### config.mk
export PLATFORM = sky130hd
export DESIGN_NAME = lidar_wander_navigator_core
export DESIGN_NICKNAME = d
export VERILOG_FILES = /design/src/design/lwn_pkg.sv /design/src/design/lwn_scan.sv /design/src/design/lidar_wander_navigator_core.sv
export SDC_FILE = /design/constraint.sdc
export NUM_CORES = 2
export LEC_CHECK = 0
export BUFFER_PORTS_ARGS = -buffer_cell sky130_fd_sc_hd__buf_4
export CAP_MARGIN = 25
export CORE_UTILIZATION = 35
export CTS_CLUSTER_SIZE = 8
export DETAILED_ROUTE_END_ITERATION = 7
export SYNTH_ARGS = -nofsm -noshare
export SYNTH_HDL_FRONTEND = slang
export SYNTH_SLANG_ARGS = --single-unit
### constraint.sdc
create_clock -name aclk -period 13.5 [get_ports aclk]
set_clock_uncertainty 0.05 [all_clocks]
set_input_delay 0.675 -clock aclk [delete_from_list [all_inputs] [get_ports aclk]]
set_output_delay 0.675 -clock aclk [all_outputs]
set_load 0.02 [all_outputs]
### src/design/lwn_pkg.sv
`default_nettype none

package lwn_pkg;

    localparam int SCAN_POINTS_DEF = 1024;
    localparam int RANGE_W         = 16;
    localparam int WIN_W           = 10;

    typedef struct packed {
        logic [RANGE_W-1:0] min_valid_range;
        logic [WIN_W-1:0]   win_lo;
        logic [WIN_W-1:0]   win_hi;
    } lwn_scan_cfg_t;

    typedef struct packed {
        logic               scan_ready;
        logic               best_found;
        logic               front_found;
        logic [RANGE_W-1:0] front_min;
    } lwn_scan_sum_t;

endpackage

`default_nettype wire

### src/design/lwn_scan.sv
`default_nettype none

module lwn_scan import lwn_pkg::*; #(
    parameter int SCAN_POINTS = SCAN_POINTS_DEF,
    parameter int IDX_W       = $clog2(SCAN_POINTS)
) (
    input  wire logic               aclk,
    input  wire logic               aresetn,
    input  wire logic               sample_en,
    input  wire logic [RANGE_W-1:0] range_mm,
    input  wire logic               range_finite,
    input  wire logic               scan_end,
    input  wire lwn_scan_cfg_t      cfg,
    output lwn_scan_sum_t           held,
    output logic [IDX_W-1:0]        held_best_index
);

    localparam int CNT_W = $clog2(SCAN_POINTS + 1);

    logic [CNT_W-1:0]   sample_index_reg, sample_index_next;
    logic [RANGE_W-1:0] run_best_range_reg, run_best_range_next;
    logic [IDX_W-1:0]   run_best_index_reg, run_best_index_next;
    logic               run_best_found_reg, run_best_found_next;
    logic [RANGE_W-1:0] run_front_min_reg, run_front_min_next;
    logic               run_front_found_reg, run_front_found_next;
    lwn_scan_sum_t      held_reg, held_next;
    logic [IDX_W-1:0]   held_best_index_reg, held_best_index_next;

    logic               in_range;
    logic               valid;
    logic               in_window;
    logic [RANGE_W-1:0] cand_best_range, cand_front_min;
    logic [IDX_W-1:0]   cand_best_index;
    logic               cand_best_found, cand_front_found;
    logic [CNT_W-1:0]   cand_index;

    always_comb begin
        in_range  = sample_index_reg < CNT_W'(SCAN_POINTS);
        valid     = range_finite && (range_mm > cfg.min_valid_range);
        in_window = (32'(sample_index_reg) >= 32'(cfg.win_lo)) &&
                    (32'(sample_index_reg) <= 32'(cfg.win_hi));

        cand_best_range  = run_best_range_reg;
        cand_best_index  = run_best_index_reg;
        cand_best_found  = run_best_found_reg;
        cand_front_min   = run_front_min_reg;
        cand_front_found = run_front_found_reg;
        cand_index       = sample_index_reg;

        if (in_range) begin
            if (valid && range_mm > run_best_range_reg) begin
                cand_best_range = range_mm;
                cand_best_index = sample_index_reg[IDX_W-1:0];
                cand_best_found = 1'b1;
            end
            if (valid && in_window && (!run_front_found_reg || range_mm < run_front_min_reg)) begin
                cand_front_min   = range_mm;
                cand_front_found = 1'b1;
            end
            cand_index = sample_index_reg + CNT_W'(1);
        end

        sample_index_next    = sample_index_reg;
        run_best_range_next  = run_best_range_reg;
        run_best_index_next  = run_best_index_reg;
        run_best_found_next  = run_best_found_reg;
        run_front_min_next   = run_front_min_reg;
        run_front_found_next = run_front_found_reg;
        held_next            = held_reg;
        held_best_index_next = held_best_index_reg;

        if (sample_en) begin
            if (scan_end) begin
                held_next.scan_ready  = 1'b1;
                held_next.best_found  = cand_best_found;
                held_next.front_found = cand_front_found;
                held_next.front_min   = cand_front_min;
                held_best_index_next  = cand_best_index;
                sample_index_next     = '0;
                run_best_range_next   = '0;
                run_best_index_next   = '0;
                run_best_found_next   = 1'b0;
                run_front_min_next    = '1;
                run_front_found_next  = 1'b0;
            end else begin
                sample_index_next    = cand_index;
                run_best_range_next  = cand_best_range;
                run_best_index_next  = cand_best_index;
                run_best_found_next  = cand_best_found;
                run_front_min_next   = cand_front_min;
                run_front_found_next = cand_front_found;
            end
        end
    end

    always_ff @(posedge aclk) begin
        if (!aresetn) begin
            sample_index_reg      <= '0;
            run_best_range_reg    <= '0;
            run_best_index_reg    <= '0;
            run_best_found_reg    <= 1'b0;
            run_front_min_reg     <= '1;
            run_front_found_reg   <= 1'b0;
            held_reg.scan_ready   <= 1'b0;
            held_reg.best_found   <= 1'b0;
            held_reg.front_found  <= 1'b0;
            held_reg.front_min    <= '1;
            held_best_index_reg   <= '0;
        end else begin
            sample_index_reg    <= sample_index_next;
            run_best_range_reg  <= run_best_range_next;
            run_best_index_reg  <= run_best_index_next;
            run_best_found_reg  <= run_best_found_next;
            run_front_min_reg   <= run_front_min_next;
            run_front_found_reg <= run_front_found_next;
            held_reg            <= held_next;
            held_best_index_reg <= held_best_index_next;
        end
    end

    assign held            = held_reg;
    assign held_best_index = held_best_index_reg;

endmodule

`default_nettype wire

### src/design/lidar_wander_navigator_core.sv
// a tick's result is registered in the result register once it leaves the input register
// throughput: one transaction per cycle while the result register is free, samples and
// ticks alike; all work for an item is done between the input and result registers
// reset: synchronous active-low aresetn clears control state and sets the
// configuration registers to their defaults (navigation disabled)
`default_nettype none

module lidar_wander_navigator_core import lwn_pkg::*; #(
    parameter int SCAN_POINTS = SCAN_POINTS_DEF
) (
    input  wire logic        aclk,
    input  wire logic        aresetn,

    input  wire logic        s_tvalid,
    output logic             s_tready,
    input  wire logic [23:0] s_tdata,   // range_mm[15:0], range_finite[16], zero pad
    input  wire logic        s_tuser,   // kind: 0 sample, 1 tick
    input  wire logic        s_tlast,   // scan_end

    output logic             m_tvalid,
    input  wire logic        m_tready,
    output logic [39:0]      m_tdata,   // linear_speed[15:0], angular_rate[32:16],
                                        // nav_state[34:33], waiting_for_scan[35], zero pad

    input  wire logic        psel,
    input  wire logic        penable,
    input  wire logic        pwrite,
    input  wire logic [4:0]  paddr,
    input  wire logic [31:0] pwdata,
    output logic [31:0]      prdata,
    output logic             pready
);

    localparam int IDX_W = $clog2(SCAN_POINTS);

    localparam logic [2:0] REG_ENABLE      = 3'd0;
    localparam logic [2:0] REG_ANGLE_MIN   = 3'd1;
    localparam logic [2:0] REG_ANGLE_STEP  = 3'd2;
    localparam logic [2:0] REG_FRONT_FIRST = 3'd3;
    localparam logic [2:0] REG_FRONT_LAST  = 3'd4;
    localparam logic [2:0] REG_STOP_DIST   = 3'd5;
    localparam logic [2:0] REG_MIN_VALID   = 3'd6;
    localparam logic [2:0] REG_PAUSE       = 3'd7;

    localparam logic [1:0] MODE_SEARCH = 2'd0;
    localparam logic [1:0] MODE_ALIGN  = 2'd1;
    localparam logic [1:0] MODE_MOVE   = 2'd2;
    localparam logic [1:0] MODE_STOP   = 2'd3;

    localparam logic [15:0] FWD_SPEED   = 16'd260;
    localparam logic [31:0] ALIGN_TOL   = 32'd6554;
    localparam logic [31:0] CLAMP_MAG   = 32'd49152;
    localparam logic [15:0] TURN_LIMIT  = 16'd39322;
    localparam logic [11:0] TURN_STEP   = 12'd3932;
    localparam logic [18:0] RECIP_5     = 19'd419431;   // ceil(2^21 / 5)
    localparam logic [18:0] RECIP_50    = 19'd335545;   // ceil(2^24 / 50)

    // configuration registers
    logic               enable_reg;
    logic signed [19:0] angle_min_reg;
    logic [16:0]        angle_step_reg;
    logic [9:0]         front_first_reg;
    logic [9:0]         front_last_reg;
    logic [15:0]        stop_dist_reg;
    logic [15:0]        min_valid_reg;
    logic [7:0]         pause_ticks_reg;

    logic       cfg_write;
    logic [2:0] cfg_index;

    assign pready    = 1'b1;
    assign cfg_index = paddr[4:2];
    assign cfg_write = psel && penable && pwrite && pready;

    always_ff @(posedge aclk) begin
        if (!aresetn) begin
            enable_reg      <= 1'b0;
            angle_min_reg   <= -20'sd205887;
            angle_step_reg  <= 17'd402;
            front_first_reg <= 10'd469;
            front_last_reg  <= 10'd555;
            stop_dist_reg   <= 16'd1500;
            min_valid_reg   <= 16'd500;
            pause_ticks_reg <= 8'd30;
        end else if (cfg_write) begin
            case (cfg_index)
                REG_ENABLE:      enable_reg      <= pwdata[0];
                REG_ANGLE_MIN:   angle_min_reg   <= signed'(pwdata[19:0]);
                REG_ANGLE_STEP:  angle_step_reg  <= pwdata[16:0];
                REG_FRONT_FIRST: front_first_reg <= pwdata[9:0];
                REG_FRONT_LAST:  front_last_reg  <= pwdata[9:0];
                REG_STOP_DIST:   stop_dist_reg   <= pwdata[15:0];
                REG_MIN_VALID:   min_valid_reg   <= pwdata[15:0];
                REG_PAUSE:       pause_ticks_reg <= pwdata[7:0];
                default: ;
            endcase
        end
    end

    always_comb begin
        case (cfg_index)
            REG_ENABLE:      prdata = {31'd0, enable_reg};
            REG_ANGLE_MIN:   prdata = 32'(angle_min_reg);
            REG_ANGLE_STEP:  prdata = {15'd0, angle_step_reg};
            REG_FRONT_FIRST: prdata = {22'd0, front_first_reg};
            REG_FRONT_LAST:  prdata = {22'd0, front_last_reg};
            REG_STOP_DIST:   prdata = {16'd0, stop_dist_reg};
            REG_MIN_VALID:   prdata = {16'd0, min_valid_reg};
            REG_PAUSE:       prdata = {24'd0, pause_ticks_reg};
            default:         prdata = 32'd0;
        endcase
    end

    // input register and result register handshake
    logic        in_valid_reg, in_valid_next;
    logic        in_kind_reg;
    logic [15:0] in_range_reg;
    logic        in_finite_reg;
    logic        in_last_reg;
    logic        m_valid_reg, m_valid_next;
    logic [39:0] m_data_reg;
    logic        out_free, advance, s_accept;
    logic        sample_en, tick_en;

    assign out_free  = !m_valid_reg || m_tready;
    assign advance   = in_valid_reg && out_free;
    assign s_tready  = !in_valid_reg || advance;
    assign s_accept  = s_tvalid && s_tready;
    assign sample_en = advance && !in_kind_reg;
    assign tick_en   = advance && in_kind_reg && enable_reg;

    always_comb begin
        in_valid_next = in_valid_reg;
        if (s_accept) begin
            in_valid_next = 1'b1;
        end else if (advance) begin
            in_valid_next = 1'b0;
        end
        m_valid_next = m_valid_reg;
        if (tick_en) begin
            m_valid_next = 1'b1;
        end else if (m_tready) begin
            m_valid_next = 1'b0;
        end
    end

    always_ff @(posedge aclk) begin
        if (!aresetn) begin
            in_valid_reg <= 1'b0;
            m_valid_reg  <= 1'b0;
        end else begin
            in_valid_reg <= in_valid_next;
            m_valid_reg  <= m_valid_next;
        end
    end

    always_ff @(posedge aclk) begin
        if (s_accept) begin
            in_kind_reg   <= s_tuser;
            in_range_reg  <= s_tdata[15:0];
            in_finite_reg <= s_tdata[16];
            in_last_reg   <= s_tlast;
        end
    end

    // scan summary
    lwn_scan_cfg_t      scan_cfg;
    lwn_scan_sum_t      held;
    logic [IDX_W-1:0]   held_best_index;

    always_comb begin
        scan_cfg.min_valid_range = min_valid_reg;
        if (front_first_reg > front_last_reg) begin
            scan_cfg.win_lo = front_last_reg;
            scan_cfg.win_hi = front_first_reg;
        end else begin
            scan_cfg.win_lo = front_first_reg;
            scan_cfg.win_hi = front_last_reg;
        end
    end

    lwn_scan #(
        .SCAN_POINTS (SCAN_POINTS),
        .IDX_W       (IDX_W)
    ) u_scan (
        .aclk            (aclk),
        .aresetn         (aresetn),
        .sample_en       (sample_en),
        .range_mm        (in_range_reg),
        .range_finite    (in_finite_reg),
        .scan_end        (in_last_reg),
        .cfg             (scan_cfg),
        .held            (held),
        .held_best_index (held_best_index)
    );

    // navigation state
    logic [1:0]         mode_reg, mode_next;
    logic signed [31:0] rem_reg, rem_next;
    logic [7:0]         pause_cnt_reg, pause_cnt_next;

    logic [IDX_W+16:0]  angle_prod;
    logic [31:0]        target_angle;
    logic [31:0]        mag;
    logic [17:0]        x4;
    logic [17:0]        x4_round;
    logic [36:0]        tm_prod;
    logic [36:0]        dm_prod;
    logic [15:0]        tm;
    logic [11:0]        dm;
    logic [7:0]         pause_inc;
    logic               waiting;
    logic [15:0]        lin;
    logic signed [16:0] turn;

    always_comb begin
        angle_prod   = (IDX_W+17)'(held_best_index) * (IDX_W+17)'(angle_step_reg);
        target_angle = 32'(angle_min_reg) + 32'(angle_prod);

        mag      = rem_reg[31] ? 32'(-rem_reg) : 32'(rem_reg);
        x4       = {mag[15:0], 2'b10};
        x4_round = x4 + 18'd25;
        tm_prod  = 37'(x4) * 37'(RECIP_5);
        dm_prod  = 37'(x4_round) * 37'(RECIP_50);
        if (mag > CLAMP_MAG) begin
            tm = TURN_LIMIT;
            dm = TURN_STEP;
        end else begin
            tm = tm_prod[36:21];
            dm = dm_prod[35:24];
        end

        pause_inc = pause_cnt_reg + 8'd1;

        mode_next      = mode_reg;
        rem_next       = rem_reg;
        pause_cnt_next = pause_cnt_reg;
        waiting        = 1'b0;
        lin            = 16'd0;
        turn           = 17'sd0;

        if (cfg_write && cfg_index == REG_ENABLE) begin
            mode_next      = MODE_SEARCH;
            rem_next       = 32'sd0;
            pause_cnt_next = 8'd0;
        end else if (!held.scan_ready || angle_step_reg == 17'd0) begin
            waiting = 1'b1;
        end else begin
            case (mode_reg)
                MODE_SEARCH: begin
                    if (held.best_found) begin
                        rem_next  = signed'(target_angle);
                        mode_next = MODE_ALIGN;
                    end
                end
                MODE_ALIGN: begin
                    if (mag <= ALIGN_TOL) begin
                        mode_next = MODE_MOVE;
                    end else if (rem_reg[31]) begin
                        turn     = -signed'(17'(tm));
                        rem_next = rem_reg + signed'(32'(dm));
                    end else begin
                        turn     = signed'(17'(tm));
                        rem_next = rem_reg - signed'(32'(dm));
                    end
                end
                MODE_MOVE: begin
                    if (held.front_found && held.front_min <= stop_dist_reg) begin
                        pause_cnt_next = 8'd0;
                        mode_next      = MODE_STOP;
                    end else begin
                        lin = FWD_SPEED;
                    end
                end
                default: begin
                    pause_cnt_next = pause_inc;
                    if (pause_inc >= pause_ticks_reg) begin
                        pause_cnt_next = 8'd0;
                        mode_next      = MODE_SEARCH;
                    end
                end
            endcase
        end
    end

    always_ff @(posedge aclk) begin
        if (!aresetn) begin
            mode_reg      <= MODE_SEARCH;
            rem_reg       <= 32'sd0;
            pause_cnt_reg <= 8'd0;
        end else if (tick_en || (cfg_write && cfg_index == REG_ENABLE)) begin
            mode_reg      <= mode_next;
            rem_reg       <= rem_next;
            pause_cnt_reg <= pause_cnt_next;
        end
    end

    always_ff @(posedge aclk) begin
        if (tick_en) begin
            m_data_reg <= {4'd0, waiting, mode_next, turn, lin};
        end
    end

    assign m_tvalid = m_valid_reg;
    assign m_tdata  = m_data_reg;

endmodule

`default_nettype wire

==> reports/summary.json <==
{
  "timing.fmax": {"value": 79.26, "unit": "MHz"},
  "edff_count_synth": {"value": 40},
  "layout_cells_sized_above_1": {"value": 7.209, "unit": "%"},
  "dominantRegCellSynth": {"value": "dfxtp_1"},
  "num-fill-cells": {"value": 9662},
  "cts_num_sinks": {"value": 266},
  "grt_max_degree": {"value": 67},
  "hold_path.class": {"value": "input pin to register"},
  "synth_xor_area_share": {"value": 4.125, "unit": "%"},
  "criticalPathCategory": {"value": "register to register"},
  "die_y": {"value": 312.6, "unit": "µm"},
  "ant_nets": {"value": 0},
  "synth.area.mux_share": {"value": 2.553, "unit": "%"},
  "drt_drc_violations_left": {"value": 0},
  "post_synthesis_adder_cell_area_fraction": {"value": 36.94, "unit": "%"},
  "slew-limit-headroom": {"value": 27.19, "unit": "%"},
  "synth_top_family_by_area": {"value": "adder cells"},
  "vias_per_cell": {"value": 5.205},
  "areaGrowthSynthToFinish": {"value": 10.20, "unit": "%"},
  "timing.hold.ws": {"value": 0.2075, "unit": "ns"},
  "numPlacedInstances": {"value": 5228},
  "synth-warning-count": {"value": 0},
  "rsz0062_at_grt": {"value": "false"},
  "synth_compound_gate_area_share": {"value": 14.82, "unit": "%"},
  "minimum_clock_period": {"value": 12.62, "unit": "ns"},
  "synthTopCellsByCount": {"value": "551 x inv_1, 504 x ha_1, 460 x nand2_1, 308 x fa_1, 252 x a21oi_1"},
  "power.leakage": {"value": 18.61, "unit": "nW"},
  "io-pin-count": {"value": 145},
  "min_period_over_period": {"value": 93.46, "unit": "%"},
  "synth_top_area_share": {"value": 18.68, "unit": "%"},
  "syn_area_per_cell": {"value": 8.556, "unit": "µm²"},
  "power.ir.vdd_worst": {"value": 0.09249, "unit": "mV"},
  "synth-async-reset-ratio": {"value": 0, "unit": "%"},
  "instance_count_of_the_mapped_netlist": {"value": 3946},
  "pwr_density_cell": {"value": 52.36, "unit": "nW/µm²"},
  "worst_setup_path_startpoint": {"value": "rem_reg[1]$_SDFFE_PN0P_"},
  "critical_path.startpoint_type": {"value": "register"},
  "ctsRootBufferMaster": {"value": "clkbuf_16"},
  "slowest_delay": {"value": 0.61, "unit": "ns"},
  "dp_hpwl": {"value": 75290, "unit": "µm"},
  "num-nets-final": {"value": 4891},
  "grt_first_pass_wirelength": {"value": 150100, "unit": "µm"},
  "timing.setup.tns": {"value": 0, "unit": "ns"},
  "placer_s_final_routability_congestion_estimate": {"value": 0.9286},
  "vias": {"value": 27530},
  "cts_tree": {"value": "done"},
  "synth-simple-area-share": {"value": 16.15, "unit": "%"},
  "number_of_i_o_port_buffers": {"value": 104},
  "worstPathRequired": {"value": 13.89, "unit": "ns"},
  "clk-insertion-delay-late": {"value": 0.60, "unit": "ns"},
  "tightestPinTransition": {"value": 1.087, "unit": "ns"},
  "setup_viol": {"value": 0},
  "largest_register_ff_count": {"value": 32},
  "max_cap_viol_count": {"value": 0},
  "routed_wire_length_per_instance": {"value": 17.69, "unit": "µm"},
  "stdcell_area": {"value": 37210, "unit": "µm²"},
  "critical_path.reg2reg.startpoint": {"value": "rem_reg[1]$_SDFFE_PN0P_"},
  "postRouteWirelength": {"value": 93550, "unit": "µm"},
  "timing.reg2reg.setup_slack": {"value": 0.88, "unit": "ns"},
  "std_cell_rows": {"value": 113},
  "chip_width": {"value": 312.6, "unit": "µm"},
  "clk_path_buf_depth": {"value": 3},
  "detailedRoute.firstIterationViolations": {"value": 1472},
  "synth_largest_area_cell": {"value": "ha_1"},
  "run_status": {"value": "finished clean"},
  "hold_viol_final": {"value": 0},
  "ys_seq_area_share": {"value": 16.96, "unit": "%"},
  "worst_hold_startpoint": {"value": "s_tdata[10]"},
  "drtPass1Iterations": {"value": 6},
  "core_area": {"value": 95290, "unit": "µm²"},
  "cell_with_the_biggest_individual_delay_on_the_critical_path": {"value": "or4b_2"},
  "die-area": {"value": 97710, "unit": "µm²"},
  "tritoncts.num_buffers": {"value": 40},
  "timing.critical_path.fanout_max": {"value": 8},
  "antenna-diode-count": {"value": 0},
  "finalPower": {"value": 1.948, "unit": "mW"},
  "initial_core_util": {"value": 35.43, "unit": "%"},
  "cts_max_level": {"value": 2},
  "first_global_vias": {"value": 27360},
  "hold_path_end": {"value": "in_range_reg[10]$_DFFE_PP_"},
  "stdcell_count": {"value": 5288},
  "synthesis.area": {"value": 33760, "unit": "µm²"},
  "grt_antenna_before_repair": {"value": 1},
  "yosysMostFrequentCell": {"value": "inv_1"},
  "maxSlewViolCount": {"value": 0},
  "post_dp_cell_area": {"value": 35950, "unit": "µm²"},
  "endpoint_kind": {"value": "register"},
  "cts.clk_slew.worst_paths": {"value": 0.06, "unit": "ns"},
  "crit-reg2reg-capture": {"value": "rem_reg[29]$_SDFFE_PN0P_"},
  "hold_depth": {"value": 1},
  "yosys_register_bits": {"value": 266},
  "synth.distinct_cells": {"value": 93},
  "arrival": {"value": 13.01, "unit": "ns"},
  "globalRouteOverflowTotal": {"value": 0},
  "ys_top_cells_by_area": {"value": "ha_1 19%, fa_1 18%, dfxtp_1 13%"},
  "grt.total_usage": {"value": 19.18, "unit": "%"},
  "depth_of_the_worst_register_to_register_path": {"value": 47},
  "ctsHoldBuffers": {"value": 0}
}
-- power breakdown --
group / switching, mW / leakage, nW / internal [mW]
Clock: 0.405 / 0.572 / 0.570
Combinational: 0.0940 / 15.9 / 0.0506
Sequential: 0.0149 / 2.16 / 0.814
Total: 0.514 / 18.6 / 1.43
-- metal layers --
metal	share of wire [%]	track usage [%]	vias to the layer above
met1	45	25.74	13210
met5	0	0	-
met3	5.1	2.090	154
met2	47	32.12	723
li1	-	-	13440
met4	3.2	6.231	0
-- per-stage QoR --
stage / setup WS, ns / utilization, %
after global routing: 0.01324 / 39.05
after detailed placement: 0.5587 / 37.73
final: 0.8831 / 39.05
after CTS: 0.4705 / 38.97
after global placement: 0.6175 / 37.68
after floorplan: 0.6932 / -
-- logic make-up after synthesis --
group,count (synthesis)
AOI/OAI and AO/OA,766
buffers and inverters,721
and+or+nand+nor,1140
DFF,266
muxes,80
adders and majority gates,812
xor gates and xnor gates,159
other,2
-- area by class of cell --
| cell class | instances | area, µm² | area share (%) |
|---|---|---|---|
| multi-input cells | 2976 | 25330 | 68.07 |
| repair buffers | 172 | 1310 | 3.521 |
| flip-flops and latches | 266 | 5727 | 15.39 |
| inverters | 553 | 2077 | 5.582 |
| well taps | 1265 | 1583 | 4.254 |
| clock buffers | 52 | 1099 | 2.952 |
| clock inverters | 4 | 85.08 | 0.2287 |
-- placed cells by master, fill, tap and decap left out, types with 13 or more instances in the layout --
master	instances
nor2b_1	44
and2_1	85
a22oi_1	21
nand2_1	460
xnor2_1	103
xor2_1	56
buf_4	169
ha_1	504
nor4_1	24
a21oi_1	250
nand4_1	32
fa_1	308
o31ai_1	13
conb_1	19
or3_1	19
mux2i_1	67
clkbuf_16	42
nand2b_1	52
a211oi_1	19
a22o_1	16
nand3_1	82
dfxtp_1	225
a31oi_1	21
nor3_1	57
o211ai_1	34
edfxtp_1	40
and3_1	17
o21a_1	41
or2_2	14
o21ai_0	138
a221oi_1	22
a211o_1	20
a21o_1	55
inv_1	551
nor2_1	207
-- worst max-delay path by stage --
stage                                     to  slack, ns  cells past startpoint
floorplan           rem_reg[29]$_SDFFE_PN0P_       0.69                     54
global placement    rem_reg[31]$_SDFFE_PN0P_       0.62                     45
detailed placement  rem_reg[31]$_SDFFE_PN0P_       0.56                     45
CTS                 rem_reg[31]$_SDFFE_PN0P_       0.47                     51
global route        rem_reg[29]$_SDFFE_PN0P_       0.01                     53
finish              rem_reg[29]$_SDFFE_PN0P_       0.88                     47
-- critical path: cells and delay by family (launching register included) --
family	cells	cell delay (ns)
simple gates	8	2.99
xor+xnor	4	0.98
buf+inv	5	0.39
fa+ha+maj	10	3.81
compound gates	20	3.87
flops	1	0.36
-- repair_timing --
item / in CTS / in global routing
gates resized for setup: 0 / 6
buffers inserted: 0 / 3
setup endpoints to repair: 0 / 10
Power figures use the tool's default switching activity.
